File: src/design/tla_pkg.sv
// ----------------------------------------------------------------------------
// tla_pkg
// shared constants for the toroidal life automaton core
// ----------------------------------------------------------------------------
package tla_pkg;

  localparam int BOARD_SIZE = 8;
  localparam int ROW_W      = $clog2(BOARD_SIZE);
  localparam int LIMIT_W    = 12;
  localparam int GEN_W      = 13;
  localparam int CNT_W      = 4;

  localparam logic [LIMIT_W-1:0] LIMIT_RESET = LIMIT_W'(BOARD_SIZE * BOARD_SIZE);

  localparam logic [CNT_W-1:0] BIRTH_CNT   = CNT_W'(3);
  localparam logic [CNT_W-1:0] SURVIVE_CNT = CNT_W'(2);

  localparam logic CMD_LOAD = 1'b0;
  localparam logic CMD_STEP = 1'b1;

  typedef logic [BOARD_SIZE-1:0] row_t;

endpackage

File: src/design/tla_row_unit.sv
// ----------------------------------------------------------------------------
// tla_row_unit
// next-generation rule for one board row from its two wrapped neighbors
// ----------------------------------------------------------------------------
module tla_row_unit
  import tla_pkg::*;
(
  input  row_t up_i,
  input  row_t cur_i,
  input  row_t dn_i,
  output row_t nxt_o
);

  always_comb begin
    logic [ROW_W-1:0] lf;
    logic [ROW_W-1:0] rt;
    logic [CNT_W-1:0] cnt;
    nxt_o = '0;
    for (int c = 0; c < BOARD_SIZE; c++) begin
      // columns wrap around the torus
      lf  = ROW_W'(c + BOARD_SIZE - 1);
      rt  = ROW_W'(c + 1);
      cnt = CNT_W'(up_i[lf]) + CNT_W'(up_i[c]) + CNT_W'(up_i[rt])
          + CNT_W'(cur_i[lf]) + CNT_W'(cur_i[rt])
          + CNT_W'(dn_i[lf]) + CNT_W'(dn_i[c]) + CNT_W'(dn_i[rt]);
      nxt_o[c] = (cnt == BIRTH_CNT) || (cur_i[c] && (cnt == SURVIVE_CNT));
    end
  end

endmodule

File: src/design/toroidal_life_automaton_core.sv
// ----------------------------------------------------------------------------
// toroidal_life_automaton_core
// 8x8 game of life on a torus, row loads and generation steps over streams
// ----------------------------------------------------------------------------
// usage:
//   slave stream: tuser = cmd (0 load, 1 step); tdata = row_select[2:0],
//   row_cells[10:3]. a load word writes one board row and gives
//   no output. a step word computes the next generation one row per cycle
//   on a shared row unit, decides in the update state whether the board
//   is stable or the generation limit is passed, then emits the 8 board rows
//   on the master stream, row 0 first, tlast on row 7, tuser = finished.
//   after the step word is taken the block steps through calc, update and
//   emit, ready again once the last row enters the output register; the
//   row unit loop runs one row a cycle, board rotating past fixed taps.
//   s_axis_tready is high only while no step is in progress.
//   when the receiver stalls, the emit sequence waits on the output register;
//   the last row may still sit there while the next word is taken.
//   cfg channel writes generation_limit (12 bits); write it only while idle,
//   which the block itself does not enforce; cfg_ready_o is always high.
//   reset: board all dead, generation 0, limit 64, no output pending.
// ----------------------------------------------------------------------------
module toroidal_life_automaton_core
  import tla_pkg::*;
(
  input  logic               clk_i,
  input  logic               rst_ni,
  // config write channel
  input  logic               cfg_valid_i,
  output logic               cfg_ready_o,
  input  logic [LIMIT_W-1:0] cfg_data_i,      // generation_limit
  // command stream
  input  logic               s_axis_tvalid,
  output logic               s_axis_tready,
  input  logic [15:0]        s_axis_tdata,    // row_select[2:0], row_cells[10:3], zero pad
  input  logic               s_axis_tuser,    // cmd
  // board row stream
  output logic               m_axis_tvalid,
  input  logic               m_axis_tready,
  output logic [23:0]        m_axis_tdata,    // out_row[2:0], out_cells[10:3], generation_count[23:11]
  output logic               m_axis_tlast,    // last_row
  output logic               m_axis_tuser     // finished
);

  typedef enum logic [1:0] {
    ST_IDLE,
    ST_CALC,
    ST_UPDATE,
    ST_EMIT
  } state_e;

  state_e             state_q;
  row_t               board_q [BOARD_SIZE];
  row_t               nxt_q   [BOARD_SIZE];
  logic [ROW_W-1:0]   cnt_q;
  logic               same_q;
  logic               fin_q;
  logic [GEN_W-1:0]   gen_q;
  logic [LIMIT_W-1:0] limit_q;

  // output register
  logic               out_vld_q;
  logic [ROW_W-1:0]   out_row_q;
  row_t               out_cells_q;
  logic               out_last_q;
  logic               out_fin_q;
  logic [GEN_W-1:0]   out_gen_q;

  row_t               row_nxt;
  logic               s_acc;
  logic               out_free;
  logic               emit_go;
  logic               done;
  logic [ROW_W-1:0]   sel_row;
  row_t               sel_cells;

  // board rotates so the current row always sits at entry 0
  tla_row_unit u_row (
    .up_i  (board_q[BOARD_SIZE-1]),
    .cur_i (board_q[0]),
    .dn_i  (board_q[1]),
    .nxt_o (row_nxt)
  );

  assign cfg_ready_o   = 1'b1;
  assign s_axis_tready = (state_q == ST_IDLE);
  assign s_acc         = s_axis_tvalid && s_axis_tready;
  assign sel_row       = s_axis_tdata[ROW_W-1:0];
  assign sel_cells     = s_axis_tdata[ROW_W +: BOARD_SIZE];
  assign out_free      = !out_vld_q || m_axis_tready;
  // next board row goes into the output register this cycle
  assign emit_go       = (state_q == ST_EMIT) && out_free;
  // stable board, or count already past the limit
  assign done          = same_q || (gen_q > {1'b0, limit_q});

  assign m_axis_tvalid = out_vld_q;
  assign m_axis_tdata  = {out_gen_q, out_cells_q, out_row_q};
  assign m_axis_tlast  = out_last_q;
  assign m_axis_tuser  = out_fin_q;

  always_ff @(posedge clk_i or negedge rst_ni) begin
    if (!rst_ni) begin
      state_q   <= ST_IDLE;
      cnt_q     <= '0;
      same_q    <= 1'b1;
      fin_q     <= 1'b0;
      gen_q     <= '0;
      limit_q   <= LIMIT_RESET;
      out_vld_q <= 1'b0;
      for (int i = 0; i < BOARD_SIZE; i++) begin
        board_q[i] <= '0;
      end
    end else begin
      if (cfg_valid_i && cfg_ready_o) begin
        limit_q <= cfg_data_i;
      end
      // a new row replaces the one leaving, otherwise a taken row clears
      if (emit_go) begin
        out_vld_q <= 1'b1;
      end else if (out_vld_q && m_axis_tready) begin
        out_vld_q <= 1'b0;
      end
      unique case (state_q)
        ST_IDLE: begin
          if (s_acc) begin
            if (s_axis_tuser == CMD_LOAD) begin
              board_q[sel_row] <= sel_cells;
            end else begin
              cnt_q   <= '0;
              same_q  <= 1'b1;
              state_q <= ST_CALC;
            end
          end
        end
        ST_CALC: begin
          // new row enters the top of the next-board shift line
          nxt_q[BOARD_SIZE-1] <= row_nxt;
          for (int i = 0; i < BOARD_SIZE - 1; i++) begin
            nxt_q[i] <= nxt_q[i+1];
          end
          for (int i = 0; i < BOARD_SIZE; i++) begin
            board_q[i] <= board_q[ROW_W'(i + 1)];
          end
          if (row_nxt != board_q[0]) begin
            same_q <= 1'b0;
          end
          cnt_q <= cnt_q + 1'b1;
          if (cnt_q == ROW_W'(BOARD_SIZE - 1)) begin
            state_q <= ST_UPDATE;
          end
        end
        ST_UPDATE: begin
          fin_q <= done;
          if (done) begin
            gen_q <= '0;
          end else begin
            gen_q <= gen_q + 1'b1;
            for (int i = 0; i < BOARD_SIZE; i++) begin
              board_q[i] <= nxt_q[i];
            end
          end
          cnt_q   <= '0;
          state_q <= ST_EMIT;
        end
        ST_EMIT: begin
          if (emit_go) begin
            out_row_q   <= cnt_q;
            out_cells_q <= board_q[0];
            out_last_q  <= (cnt_q == ROW_W'(BOARD_SIZE - 1));
            out_fin_q   <= fin_q;
            out_gen_q   <= gen_q;
            for (int i = 0; i < BOARD_SIZE; i++) begin
              board_q[i] <= board_q[ROW_W'(i + 1)];
            end
            cnt_q <= cnt_q + 1'b1;
            if (cnt_q == ROW_W'(BOARD_SIZE - 1)) begin
              state_q <= ST_IDLE;
            end
          end
        end
        default: state_q <= ST_IDLE;
      endcase
    end
  end

`ifndef SYNTHESIS
  // a finished step always reports a cleared count
  a_fin_clears_count: assert property (@(posedge clk_i) disable iff (!rst_ni)
    (m_axis_tvalid && m_axis_tuser) |-> (m_axis_tdata[23:11] == '0))
    else $error("finished row with nonzero generation count");

  // tlast marks exactly the final board row
  a_last_row: assert property (@(posedge clk_i) disable iff (!rst_ni)
    m_axis_tvalid |-> (m_axis_tlast == (m_axis_tdata[ROW_W-1:0] == ROW_W'(BOARD_SIZE - 1))))
    else $error("tlast does not match the final row");

  // a taken step blocks further commands
  a_step_busy: assert property (@(posedge clk_i) disable iff (!rst_ni)
    (s_axis_tvalid && s_axis_tready && (s_axis_tuser == CMD_STEP)) |=> !s_axis_tready)
    else $error("ready during a step");

  // rows leave in order
  a_row_order: assert property (@(posedge clk_i) disable iff (!rst_ni)
    (m_axis_tvalid && m_axis_tready && !m_axis_tlast) |=>
      (m_axis_tvalid && (m_axis_tdata[ROW_W-1:0] == ROW_W'($past(m_axis_tdata[ROW_W-1:0]) + 1)))
      || !m_axis_tvalid)
    else $error("board rows out of order");
`endif

endmodule
File: config.mk
export PLATFORM = sky130hd
export DESIGN_NAME = toroidal_life_automaton_core
export DESIGN_NICKNAME = d
export VERILOG_FILES = /design/src/design/tla_pkg.sv /design/src/design/tla_row_unit.sv /design/src/design/toroidal_life_automaton_core.sv
export SDC_FILE = /design/constraint.sdc
export NUM_CORES = 1
export LEC_CHECK = 0
export ABC_CLOCK_PERIOD_IN_PS = 5580
export BUFFER_PORTS_ARGS = -buffer_cell sky130_fd_sc_hd__clkbuf_2
export CAP_MARGIN = 20
export CORE_MARGIN = 1.5
export CORE_UTILIZATION = 38
export DETAILED_ROUTE_END_ITERATION = 8
export GPL_TIMING_DRIVEN = 0
export HOLD_SLACK_MARGIN = 0.05
export PLACE_DENSITY = 0.6
export SKIP_CTS_REPAIR_TIMING = 1
export SYNTH_ARGS = -nofsm -noshare
export SYNTH_HDL_FRONTEND = slang
export SYNTH_SLANG_ARGS = --single-unit
File: constraint.sdc
create_clock -name clk_i -period 5.58 [get_ports clk_i]
set_input_delay 0.279 -clock clk_i [delete_from_list [all_inputs] [get_ports clk_i]]
set_output_delay 0.279 -clock clk_i [all_outputs]
set_load 0.005 [all_outputs]
# Word level (Yosys, flattened, before mapping)
# Memories as Yosys holds them, arrays and structs flattened.
# Index checks and enable logic that the tools add are counted.
# W data, S select, Z words.
# word_totals
reg_bits,123
ramBits,64
input_bits,34
output_inout_bits,29
wordCells,171
memories,1
# memory_table
name,depth,width,rd,rd_clocked_by_memory_dff,write_ports,line_no,rtl
nxt_q,8,8,8,0,8,toroidal_life_automaton_core.sv:53,row_t nxt_q [BOARD_SIZE];
# classes
addsub,58
magnitude_cmp,3
eq_ne,29
mux,27
bitwise,1
reduce_logical,32
# ops
operator,n
$mux W64,4
$pmux W64 S4,1
$add A4 B1 Y4,48
$bwmux W64,1
$eq A4 B2 Y1 const B,16
$demux W8 S3,1
$add A1 B1 Y2,8
$add A13 B1 Y13 const B,1
$gt A13 B12 Y1,1
$logic_and A1 B1 Y1,13
$mux W13,1
$pmux W3 S4,1
$logic_or A1 B1 Y1,10
$mux W2,5
$ne A2 B2 Y1 const B,5
$mux W3,3
$mux W8,1
$ne A8 B8 Y1,1
$pmux W2 S4,1
$reduce_and A4 Y1,2
$mux W1,7
$ne A2 B1 Y1 const B,3
$reduce_and A3 Y1,2
$reduce_and A5 Y1,1
11 further kinds,13

# Depth between registers and ports, before layout
# Gate-level depths: netlist of run 1.
# logic_depth
word_depth,13
mapped_depth,14

# Hierarchy
# A second synthesis of run 1 with hierarchy kept.
# unflattened
cells_unflattened,642
hier_area_um2,8085.3
# by_module_without_submodules
mod,n_inst,cells_each,area_per_inst_um2,seq_area_each_um2
toroidal_life_automaton_core,1,498,6749.0,4531.8
tla_row_unit,1,144,1336.3,0.0

# Worst setup path before layout of run 1
# OpenSTA, ideal clock, no wires.
# synth_timing
kind,reg2reg
from,register (tool-made name)
to,register same_q
arrival_ps,3320
setup_slack_ps,2169
stages_incl_launch_ff,14
n_path_buf,0
synth_period_minus_slack_ps,3411
path_cell_list,dfrtp_1 ha_1 inv_1 fa_1 fa_1 inv_1 fa_1 inv_1 fa_1 a22oi_1 nand4_1 a311oi_1 nand4_1 o31ai_1
# synth_rtl
element,line_no,rtl
"end signal, assigned",toroidal_life_automaton_core.sv:104,same_q <= 1'b1;
"end signal, assigned",toroidal_life_automaton_core.sv:129,same_q <= 1'b1;
"end signal, assigned",toroidal_life_automaton_core.sv:144,same_q <= 1'b0;
"end, declared",toroidal_life_automaton_core.sv:55,logic same_q;

==> impl_summary.log, run 1 <==
INFO  metric worst_setup_hold_path_clk_slew = ~0.07 ns
INFO  metric htreeDepth = 4
INFO  metric synth_cell_types = 50
INFO  metric area_growth = 15.4%
INFO  metric preCtsSetupSlack = 1.63 ns
INFO  metric worst_hold_slack = 0.0522 ns
INFO  metric setup_viol = 0
INFO  metric rows = 53
INFO  metric syn_inst = 676
INFO  metric rsz0062_at_grt = false
INFO  metric root_buffer = clkbuf_16
INFO  metric arrival = 4.34 ns
INFO  metric finalMaxSlewViolations = 0
INFO  metric detailed_place_hpwl = 13000 microns
INFO  metric switchingPower = 2.04 mW
INFO  metric design.core.area = about 21000 sq um
INFO  metric die-area = 22600 sq um
INFO  metric post_route_fraction_of_the_period_consumed_by_the_critical_path = 0.726
INFO  metric port-buffer-count = between 50 and 60
INFO  metric floorplan.die.height = 150 microns
INFO  metric first_pass_grt_wire_length = 28500 microns
INFO  metric hp-start = cfg_data_i[3]
INFO  metric detailroute.via_count = 5323
INFO  metric vias_in_the_first_global_route = 5187
INFO  metric antenna_cells = 0
INFO  metric run_status = finished, final reports clean
INFO  metric max-vdd-ir-drop = 0.241 mV
INFO  metric syn-cell-area = 8260 sq um
INFO  metric gr-total-overflow = 0
INFO  metric power.share.clock = 0.223
INFO  metric initialDrtViolationCount = 374
INFO  metric max-slew-margin-rel = 0.421
INFO  metric postLayoutSetupSlackWorst = 1.53 ns
INFO  metric dominantRegCellSynth = edfxtp_1
INFO  metric tightest_slew = between 0.8 and 0.9 ns
INFO  metric drc_errors = 0
INFO  metric maxCapViolCount = 0
INFO  metric routed_wire_length_per_instance = 17.3 microns
INFO  metric clock_insertion_delay_worst_skew = 0.44 ns
INFO  metric most_frequent_standard_cell_in_the_layout_excluding_fill_and_tap_cells = inv_1
INFO  metric final_antenna_net_count = 0
INFO  metric finish.cell_count_without_fillers = ~1.0k
INFO  metric cts_tree = done
INFO  metric drt_first_pass_iters = 5
INFO  metric layout.cells.most_common_list = 91 x inv_1, 90 x edfxtp_1, 71 x dfrtp_1, 59 x nor2_1, 55 x clkbuf_2
INFO  metric placed_cells = 1008
INFO  metric grt_max_degree = 65
INFO  metric timing.critical_path.to_type = flip-flop
INFO  metric postSynth.asyncResetShare = 0.448
INFO  metric intPower = ~3.2 mW
INFO  metric comb_power_share = 0.420
INFO  metric synth_edf_count = 90
INFO  metric ys_ff_latch = roughly 160
INFO  metric starting_density_of_the_core = 0.390
INFO  metric final_hold_viol_count = 0
INFO  metric p_per_area = 545 nW/um^2
INFO  metric cts_buffers = 17
INFO  metric hold_class = in -> reg
INFO  metric final_core_util = 0.451
INFO  metric worst_clock_skew = roughly 0.0082 ns
INFO  metric clock_path_buffers = 2
INFO  metric timing.setup.tns = 0 ns
INFO  metric crit_type = reg -> reg
INFO  metric postSynthAreaPerCell = around 12 sq um
INFO  metric detailed_route_wire_length = 18100 microns
INFO  metric synth_seq_area_share = 0.549
INFO  metric place.gp.congestion = approximately 0.83
INFO  metric cellLeakagePower = 4.16 nW
INFO  metric postSynthNetCount = 785
INFO  metric ioPinCount = 63
INFO  metric cts.sink_count = between 150 and 200
INFO  metric critPathLaunchType = flip-flop
INFO  metric die_width = 150 microns
INFO  metric antenna_violations_before_repair = 0
INFO  metric seq_power_share = 0.357
INFO  metric nFillCells = 1991
INFO  metric track_usage = 0.170
INFO  metric finalCriticalPeriod = 4.05 ns
INFO  metric syn_warnings = 0
INFO  metric routed_via_density = 5.10
INFO  metric switching_share = 0.393
INFO  metric achievable-frequency = 247 MHz
INFO  metric drive_gt1_frac = 0.163
INFO  metric crit_required = 5.86 ns
INFO  metric fin_nets = 864
INFO  metric crit_fanout = 3
layer usage:
| metal | wire [microns] | track usage |
|---|---|---|
| met5 | 0 | 0 |
| met1 | 8450 | 0.228 |
| met4 | 279 | 0.0652 |
| met3 | 921 | 0.0364 |
| met2 | 8410 | 0.271 |
cell usage after synthesis, types with 6 or more instances:
| cell | number | area (sq um) |
|---|---|---|
| o21a_1 | 8 | 60.1 |
| a21oi_1 | 12 | 60.1 |
| xor2_1 | 6 | 52.6 |
| ha_1 | 43 | 538 |
| mux2_2 | 22 | 248 |
| a221o_1 | 10 | 100 |
| nand3_1 | 9 | 45.0 |
| nand2b_1 | 10 | 62.6 |
| inv_1 | 91 | 342 |
| edfxtp_1 | 90 | 2700 |
| fa_1 | 32 | 641 |
| mux2i_1 | 26 | 260 |
| nand2_1 | 54 | 203 |
| dfrtp_1 | 71 | 1780 |
| a221oi_1 | 22 | 193 |
| and3_1 | 6 | 37.5 |
| o21ai_0 | 31 | 155 |
| nor2_1 | 59 | 221 |
| clkbuf_1 | 14 | 52.6 |
power groups by stage:
stage / Sequential [mW] / Clock, mW / Combinational [mW]
after floorplan: 1.81 / 0 / 1.60
after global placement: 1.88 / 0 / 2.12
after detailed placement: 1.88 / 0 / 2.18
after CTS: 1.85 / 1.18 / 2.19
after global routing: 1.89 / 1.23 / 2.46
final: 1.85 / 1.16 / 2.18
path summary, 6_finish.rpt:
kind / to / slack (ns) / cells after the start
worst max-delay path: same_q$_DFFE_PN1P_ / 1.53 / 13
worst min-delay path: limit_q[3]$_DFFE_PN0P_ / 0.05 / 3
worst max register to register: same_q$_DFFE_PN1P_ / 1.53 / 13
worst min register to register: nxt_q[0][31]$_DFFE_PP_ / 0.42 / 0
max in group asynchronous: limit_q[6]$_DFFE_PN1P_ / 4.66 / 3
min in group asynchronous: asynchronous set/reset pin / 0.28 / 2
through the flow:
step	total power [mW]	cell area (sq um)
after floorplan	3.42	8260
after global placement	4.00	8880
after detailed placement	4.06	8920
after CTS	5.23	9500
after global routing	5.58	9530
final	5.19	9530
critical path, stage by stage (launching register included):
cell	delay [ns]
dfrtp_1	0.42
ha_1	0.29
inv_1	0.04
fa_1	0.50
fa_1	0.41
inv_1	0.07
fa_1	0.17
inv_1	0.05
fa_1	0.37
a2111oi_0	0.60
nor2_1	0.13
a22oi_1	0.19
nand4_1	0.13
o31ai_1	0.51
cell type report:
class,count,area [sq um],share of cell area
well taps,275,344,0.0361
multi-input cells,407,3330,0.349
clock inverters,15,160,0.0168
inverters,91,342,0.0358
flip-flops and latches,163,4530,0.475
repair buffers,60,340,0.0357
clock buffers,17,425,0.0446
plain buffers,15,60.1,0.00630
logic make-up (layout without fill, tap and decap cells):
family,after synthesis,after routing,synth area share
AO/OA/AOI/OAI,105,105,0.0929
XOR/XNOR,8,8,0.00848
adder cells (fa/ha/maj),75,75,0.143
buffers and inverters,106,198,0.0486
flip-flops,163,163,0.549
multiplexers,48,48,0.0615
other,1,1,0.000454
AND/OR/NAND/NOR,170,170,0.0967
(Power assumes the default switching activity.)
==> run 2, diff against run 1 <==
--- a/config.mk
+++ b/config.mk
@@ -5,7 +5,8 @@
 export SDC_FILE = /design/constraint.sdc
 export NUM_CORES = 1
 export LEC_CHECK = 0
-export ABC_CLOCK_PERIOD_IN_PS = 5580
+export ABC_AREA = 1
+export ABC_CLOCK_PERIOD_IN_PS = 3800
 export BUFFER_PORTS_ARGS = -buffer_cell sky130_fd_sc_hd__clkbuf_2
 export CAP_MARGIN = 20
 export CORE_MARGIN = 1.5
==> constraint.sdc (replaced) <==
create_clock -name clk_i -period 3.8 [get_ports clk_i]
set_input_delay 0.19 -clock clk_i [delete_from_list [all_inputs] [get_ports clk_i]]
set_output_delay 0.19 -clock clk_i [all_outputs]
set_load 0.005 [all_outputs]
==> impl_summary.log, run 2 <==
INFO  metric run_status = complete, but fails checks
INFO  metric violations = design-rule violations
INFO  metric antenna_violations_before_repair = 0 (unchanged)
INFO  metric max-slew-margin-rel = 0.354 (-0.0670)
INFO  metric track_usage = 0.186 (+0.0156)
INFO  metric final_core_util = 0.456 (+0.00514)
INFO  metric most_frequent_standard_cell_in_the_layout_excluding_fill_and_tap_cells = nand2_1
INFO  metric postSynth.asyncResetShare = 0.448 (unchanged)
INFO  metric first_pass_grt_wire_length = 33700 microns (+18%)
INFO  metric synth.top_cells.by_count = 199 x nand2_1, 115 x inv_1, 90 x edfxtp_1, 71 x dfrtp_1, 48 x nor2_1
INFO  metric yosysTopAreaCell = edfxtp_1
INFO  metric synth_largest_type_area_fraction = 0.316 (-0.0115)
INFO  metric reg2regPathDepth = 17 (+4)
INFO  metric ioPinCount = 63 (unchanged)
INFO  metric layout.cells.most_common_list = 199 x nand2_1, 114 x inv_1, 90 x edfxtp_1, 70 x dfrtp_1, 55 x clkbuf_2
INFO  metric finalMaxSlewViolations = 0 (unchanged)
INFO  metric syn_warnings = 0 (unchanged)
INFO  metric post_dp_cell_area = 9250 sq um (+3.7%)
INFO  metric crit_type = reg -> reg
INFO  metric place.gp.congestion = 0.869 (+4.3%)
INFO  metric syn_inst = 835 (+24%)
INFO  metric cts.sink_count = 163 (unchanged)
INFO  metric synth_cell_types = 35 (-30%)
INFO  metric root_buffer = clkbuf_16
INFO  metric finish.cell_count_without_fillers = 1219 (+17%)
INFO  metric placed_cells = 1173 (+16%)
INFO  metric hold_class = in -> reg
INFO  metric hp-start = cfg_valid_i
INFO  metric most_frequent_cell_after_synthesis = nand2_1
INFO  metric cellLeakagePower = 4.56 nW (+9.4%)
INFO  metric die-area = 23400 sq um (+3.6%)
INFO  metric preCtsSetupSlack = 0.205 ns (-1.42 ns)
INFO  metric gr-total-overflow = 0 (unchanged)
INFO  metric crit_required = 4.16 ns (-1.70 ns)
INFO  metric final_design_area_no_fill = 10000 sq um (+5.0%)
INFO  metric port-buffer-count = 56 (unchanged)
INFO  metric initialDrtViolationCount = 575 (+54%)
INFO  metric worst-r2r-setup-slack = 0.21 ns (-1.31 ns)
INFO  metric starting_density_of_the_core = 0.390 (-0.000629)
INFO  metric max-vdd-ir-drop = 0.298 mV (+23%)
INFO  metric maximum_cell_stage_delay_along_the_critical_path = 0.49 ns (-0.11 ns)
INFO  metric maxCapViolCount = 0 (unchanged)
INFO  metric final_antenna_net_count = 0 (unchanged)
INFO  metric synth_seq_area_share = 0.529 (-0.0192)
INFO  metric critPathLaunchType = flip-flop
INFO  metric drc_errors = 5 (+5)
INFO  metric floorplan.die.height = 153 microns (+1.8%)
INFO  metric worstPathCellList = ha_1 -> inv_1 -> fa_1 -> fa_1 -> inv_1 -> fa_1 -> inv_1 -> fa_1 -> nor2_2 -> nand2_1 -> nand2_1 -> nand2_1 -> inv_1 -> nand2_1 -> nor2_2 -> nand2_1 -> a21oi_1
INFO  metric routed_wire_length_per_instance = 16.9 microns (-2.2%)
INFO  metric rows = 54 (+1.9%)
INFO  metric final_hold_viol_count = 0 (unchanged)
INFO  metric grt_max_degree = 55 (-15%)
INFO  metric antenna_cells = 0 (unchanged)
INFO  metric clock_path_buffers = 2 (unchanged)
INFO  metric arrival = 3.94 ns (-0.40 ns)
INFO  metric worst_clock_skew = 0.0127 ns (+0.00446 ns)
INFO  metric synth_top_cells_by_area = edfxtp_1 32%, dfrtp_1 21%, nand2_1 8.7%
INFO  metric crit_top_cell = nand2_1
INFO  metric setup_viol = 0 (unchanged)
INFO  metric vias_in_the_first_global_route = 6207 (+20%)
INFO  metric crit_end = same_q$_DFFE_PN1P_
INFO  metric tightest_slew = 0.966 ns (+0.0982 ns)
INFO  metric timing.critical_path.to_type = flip-flop
INFO  metric worst_setup_hold_path_clk_slew = 0.07 ns (about the same)
INFO  metric finalCriticalPeriod = 3.59 ns (-0.466 ns)
INFO  metric design.core.area = 22000 sq um (+3.8%)
INFO  metric ys_ff_latch = 163 (unchanged)
INFO  metric cts_buffers = 17 (unchanged)
INFO  metric routed_via_density = 5.16 (+1.2%)
INFO  metric dominantRegCellSynth = edfxtp_1
INFO  metric post-layout-total-power = 8.15 mW (+57%)
INFO  metric p_per_area = 815 nW/um^2 (+49%)
INFO  metric detailroute.via_count = 6296 (+18%)
INFO  metric drive_gt1_frac = 0.138 (-0.0243)
INFO  metric rsz0062_at_grt = false
INFO  metric area_growth = 16.9%
INFO  metric fin_nets = 1035 (+20%)
INFO  metric die_width = 153 microns (+1.8%)
INFO  metric synth_edf_count = 90 (unchanged)
INFO  metric clock_insertion_delay_worst_skew = 0.43 ns (about the same)
INFO  metric detailed_route_wire_length = 20600 microns (+14%)
INFO  metric drt_first_pass_iters = 7 (+2)
INFO  metric postSynthAreaPerCell = 10.3 sq um (-16%)
INFO  metric postLayoutSetupSlackWorst = 0.212 ns (-1.31 ns)
INFO  metric postSynthNetCount = 944 (+20%)
INFO  metric htreeDepth = 4 (unchanged)
INFO  metric worst_r2r_endpoint = same_q$_DFFE_PN1P_
INFO  metric achievable-frequency = 279 MHz (+13%)
INFO  metric syn-cell-area = 8560 sq um (+3.6%)
INFO  metric crit_slowest_cell = fa_1
INFO  metric cts_tree = done
INFO  metric detailed_place_hpwl = 14900 microns (+14%)
INFO  metric crit_fanout = 4 (+1)
INFO  metric post_route_fraction_of_the_period_consumed_by_the_critical_path = 0.944 (+0.218)
-- run 2: stage by stage --
| step | setup TNS, ns | hold slack (ns) |
|---|---|---|
| detailed placement | 0 | 0.165 |
| global route | 0 | 0.0504 |
| CTS | 0 | -0.291 |
| finish | 0 | 0.0394 |
| global placement | -50.04 | 0.395 |
| floorplan | 0 | -0.106 |
-- run 2: cell families (layout without fill, tap and decap cells) --
logic type	Yosys count	after routing	share of synthesized area
adders and majority gates	75	75	0.138
and+or+nand+nor	350	350	0.181
DFF	163	163	0.529
buffers and inverters	146	250	0.0732
other	1	1	0.000438
muxes	1	1	0.00132
xor gates and xnor gates	10	10	0.0102
AOI/OAI and AO/OA	89	89	0.0664
-- run 2: layout make-up --
class                           count  area (sq um)
Fill cell                        2061         12000
Sequential cell                   163          4530
Multi-Input combinational cell    526          3420
Timing Repair Buffer               72           468
Inverter                          119           447
Clock buffer                       17           425
Tap cell                          280           350
Clock inverter                     15           189
Buffer                             27           180
-- run 2: how the worst min path moves through the flow --
| stage | endpoint | slack [ns] | cells after the start |
|---|---|---|---|
| 2_1_floorplan | asynchronous set/reset pin | -0.11 | 0 |
| 6_report | limit_q[1]$_DFFE_PN0P_ | 0.04 | 2 |
| 4_1_cts | asynchronous set/reset pin | -0.29 | 1 |
| 3_3_place_gp | limit_q[11]$_DFFE_PN0P_ | 0.40 | 3 |
| 3_5_place_dp | asynchronous set/reset pin | 0.17 | 1 |
| 5_1_grt | limit_q[2]$_DFFE_PN0P_ | 0.05 | 2 |
-- run 2: routing by layer --
layer,vias up,global-route usage,wire (microns)
met4,0,0.0523,311
li1,2999,-,-
met5,-,0,0
met1,3054,0.260,9390
met3,24,0.0349,1230
met2,219,0.296,9710
-- run 2: critical path: cells and delay by family, from the launching register on --
family / cells / cell delay (ns)
simple gates: 7 / 0.65
compound gates: 1 / 0.15
fa+ha+maj: 5 / 2.04
flops: 1 / 0.45
buf+inv: 4 / 0.24
-- run 2: where the power goes --
group / internal (mW) / total [mW] / switching [mW] / leakage (nW)
Sequential: 2.38 / 2.70 / 0.319 / 1.79
Combinational: 1.26 / 3.66 / 2.40 / 2.46
Clock: 1.00 / 1.79 / 0.792 / 0.302
Total: 4.64 / 8.15 / 3.51 / 4.56
==> run 3, diff against run 2 <==
--- a/config.mk
+++ b/config.mk
@@ -14,7 +14,7 @@
 export DETAILED_ROUTE_END_ITERATION = 8
 export GPL_TIMING_DRIVEN = 0
 export HOLD_SLACK_MARGIN = 0.05
-export PLACE_DENSITY = 0.6
+export PLACE_DENSITY = 0.56
 export SKIP_CTS_REPAIR_TIMING = 1
 export SYNTH_ARGS = -nofsm -noshare
 export SYNTH_HDL_FRONTEND = slang
==> impl_summary.log, run 3 (synthesis results as in run 2) <==
INFO  metric most_frequent_standard_cell_in_the_layout_excluding_fill_and_tap_cells = nand2_1
INFO  metric first_pass_grt_wire_length = 33200 microns (-1.5%)
INFO  metric seq_power_share = 0.329 (-0.002)
INFO  metric comb_power_share = 0.440 (-0.009)
INFO  metric setup_viol = 0 (unchanged)
INFO  metric cts_buffers = 17 (unchanged)
INFO  metric cts.sink_count = 163 (unchanged)
INFO  metric reg2regPathDepth = 17 (unchanged)
INFO  metric rows = 54 (unchanged)
INFO  metric initialDrtViolationCount = 437 (-24%)
INFO  metric crit_slowest_cell = fa_1
INFO  metric grt_max_degree = 58 (+5.5%)
INFO  metric track_usage = 0.185 (-0.00127)
INFO  metric arrival = 3.96 ns (+0.02 ns)
INFO  metric crit_required = 4.15 ns (about the same)
INFO  metric antenna_cells = 0 (unchanged)
INFO  metric finalCriticalPeriod = 3.60 ns (+0.0137 ns)
INFO  metric drive_gt1_frac = 0.134 (-0.00440)
INFO  metric layout.cells.most_common_list = 199 x nand2_1, 114 x inv_1, 90 x edfxtp_1, 71 x dfrtp_1, 55 x clkbuf_2
INFO  metric worstPathCellList = ha_1 -> inv_1 -> fa_1 -> fa_1 -> inv_1 -> fa_1 -> inv_1 -> fa_1 -> nor2_1 -> nand2_1 -> nand2_1 -> nand2_1 -> inv_1 -> nand2_1 -> nor2_2 -> nand2_1 -> a21oi_1
INFO  metric crit_type = reg -> reg
INFO  metric clock_insertion_delay_worst_skew = 0.43 ns (about the same)
INFO  metric starting_density_of_the_core = 0.390 (unchanged)
INFO  metric drc_errors = 4 (-1)
INFO  metric maxCapViolCount = 0 (unchanged)
INFO  metric final_hold_viol_count = 0 (unchanged)
INFO  metric routed_wire_length_per_instance = 16.8 microns (-0.59%)
INFO  metric finalMaxSlewViolations = 0 (unchanged)
INFO  metric switching_share = 0.412 (-0.0184)
INFO  metric detailroute.via_count = 6236 (-0.95%)
INFO  metric hold_class = in -> reg
INFO  metric achievable-frequency = 278 MHz (-0.38%)
INFO  metric drt_first_pass_iters = 7 (unchanged)
INFO  metric run_status = complete, but fails checks
INFO  metric routed_via_density = 5.11 (-1.0%)
INFO  metric maximum_cell_stage_delay_along_the_critical_path = 0.49 ns (about the same)
INFO  metric clock_path_buffers = 2 (unchanged)
INFO  metric htreeDepth = 4 (unchanged)
INFO  metric cts_tree = done
INFO  metric timing.setup.tns = 0 ns (unchanged)
INFO  metric max-slew-margin-rel = 0.388 (+0.0333)
INFO  metric multi_input_area = 3420 sq um (about the same)
INFO  metric gr-total-overflow = 0 (unchanged)
INFO  metric worst_clock_skew = 0.00832 ns (-0.00433 ns)
INFO  metric layout.area.seq = 4530 sq um (about the same)
INFO  metric p_per_area = 818 nW/um^2 (+0.42%)
INFO  metric crit_top_cell = nand2_1
INFO  metric worst_r2r_endpoint = same_q$_DFFE_PN1P_
INFO  metric crit_cells = 17 (unchanged)
INFO  metric ioPinCount = 63 (unchanged)
INFO  metric switchingPower = 3.40 mW (-3.3%)
INFO  metric vias_in_the_first_global_route = 6059 (-2.4%)
INFO  metric path_delay_family = adder cells
INFO  metric floorplan.die.height = 153 microns (unchanged)
INFO  metric antenna_violations_before_repair = 0 (unchanged)
INFO  metric crit_end = same_q$_DFFE_PN1P_
INFO  metric nFillCells = 2064 (+0.15%)
INFO  metric design.core.area = 22000 sq um (unchanged)
INFO  metric worst_hold_slack = 0.0754 ns (+0.0360 ns)
INFO  metric place.gp.congestion = 0.847 (-2.5%)
INFO  metric crit_fanout = 4 (unchanged)
INFO  metric power.share.clock = 0.231 (+0.011)
INFO  metric worst_setup_hold_path_clk_slew = 0.06 ns (about the same)
INFO  metric port-buffer-count = 56 (unchanged)
INFO  metric finish.cell_count_without_fillers = 1220 (+0.082%)
INFO  metric intPower = 4.84 mW (+4.3%)
INFO  metric detailed_route_wire_length = 20500 microns (-0.51%)
INFO  metric final_antenna_net_count = 0 (unchanged)
INFO  metric post_dp_cell_area = 9250 sq um (unchanged)
INFO  metric violations = design-rule violations
INFO  metric root_buffer = clkbuf_16
INFO  metric max-vdd-ir-drop = 0.307 mV (+3.2%)
INFO  metric path_buf_inv = 4 (unchanged)
INFO  metric tightest_slew = 0.917 ns (-0.0498 ns)
INFO  metric worst-r2r-setup-slack = 0.20 ns (about the same)
INFO  metric die_width = 153 microns (unchanged)
INFO  metric post_route_fraction_of_the_period_consumed_by_the_critical_path = 0.948 (+0.00361)
INFO  metric detailed_place_hpwl = 15100 microns (+1.3%)
INFO  metric final_design_area_no_fill = 10100 sq um (+0.63%)
INFO  metric die-area = 23400 sq um (unchanged)
INFO  metric placed_cells = 1173 (unchanged)
INFO  metric rsz0062_at_grt = false
INFO  metric critPathLaunchType = flip-flop
INFO  metric cellLeakagePower = 4.58 nW (+0.52%)
INFO  metric area_growth = 17.7%
INFO  metric fin_nets = 1036 (+0.097%)
INFO  metric timing.critical_path.to_type = flip-flop
-- run 3: how the worst min path moves through the flow --
stage	from	to	cells past startpoint	slack [ns]
6_report	cfg_valid_i	limit_q[0]$_DFFE_PN0P_	2	0.08
5_1_grt	cfg_valid_i	limit_q[0]$_DFFE_PN0P_	2	0.07
4_1_cts	rst_ni	limit_q[4]$_DFFE_PN0P_	1	-0.33
3_5_place_dp	rst_ni	limit_q[9]$_DFFE_PN0P_	1	0.13
3_3_place_gp	cfg_data_i[9]	limit_q[9]$_DFFE_PN0P_	3	0.40
2_1_floorplan	rst_ni	asynchronous set/reset pin	0	-0.11
-- run 3: routing by layer --
metal,global-route usage,up-vias,part of all wire
li1,-,3019,-
met1,0.250,3029,0.46
met2,0.297,159,0.47
met3,0.0377,29,0.049
met4,0.0612,0,0.020
met5,0,-,0
-- run 3: power by group through the flow --
stage	Sequential [mW]	Clock, mW	Combinational, mW
after floorplan	2.61	0	2.60
after global placement	2.75	0	3.50
after detailed placement	2.74	0	3.59
after CTS	2.71	1.93	3.61
after global routing	2.75	2.01	4.20
final	2.71	1.90	3.63
-- run 3: layout make-up --
class / instances / share of cell area
flip-flops and latches: 163 / 0.450
clock buffers: 22 / 0.0493
multi-input cells: 526 / 0.339
well taps: 280 / 0.0348
clock inverters: 10 / 0.0165
repair buffers: 73 / 0.0477
inverters: 119 / 0.0444
plain buffers: 27 / 0.0179
-- run 3: per-stage QoR --
step / utilization / setup WS (ns) / power, mW
6_report: 0.459 / 0.199 / 8.24
5_1_grt: 0.459 / 0.0222 / 8.96
4_1_cts: 0.451 / 0.132 / 8.25
3_5_place_dp: 0.421 / 0.168 / 6.33
3_3_place_gp: 0.419 / -0.610 / 6.25
2_1_floorplan: - / 0.543 / 5.21
-- run 3: worst reg2reg max path: cells and delay by family, from the launching register on --
family | cells | cell delay (ns)
AO/OA/AOI/OAI | 1 | 0.16
flip-flops | 1 | 0.43
adder cells (fa/ha/maj) | 5 | 2.03
buffers and inverters | 4 | 0.26
AND/OR/NAND/NOR | 7 | 0.67
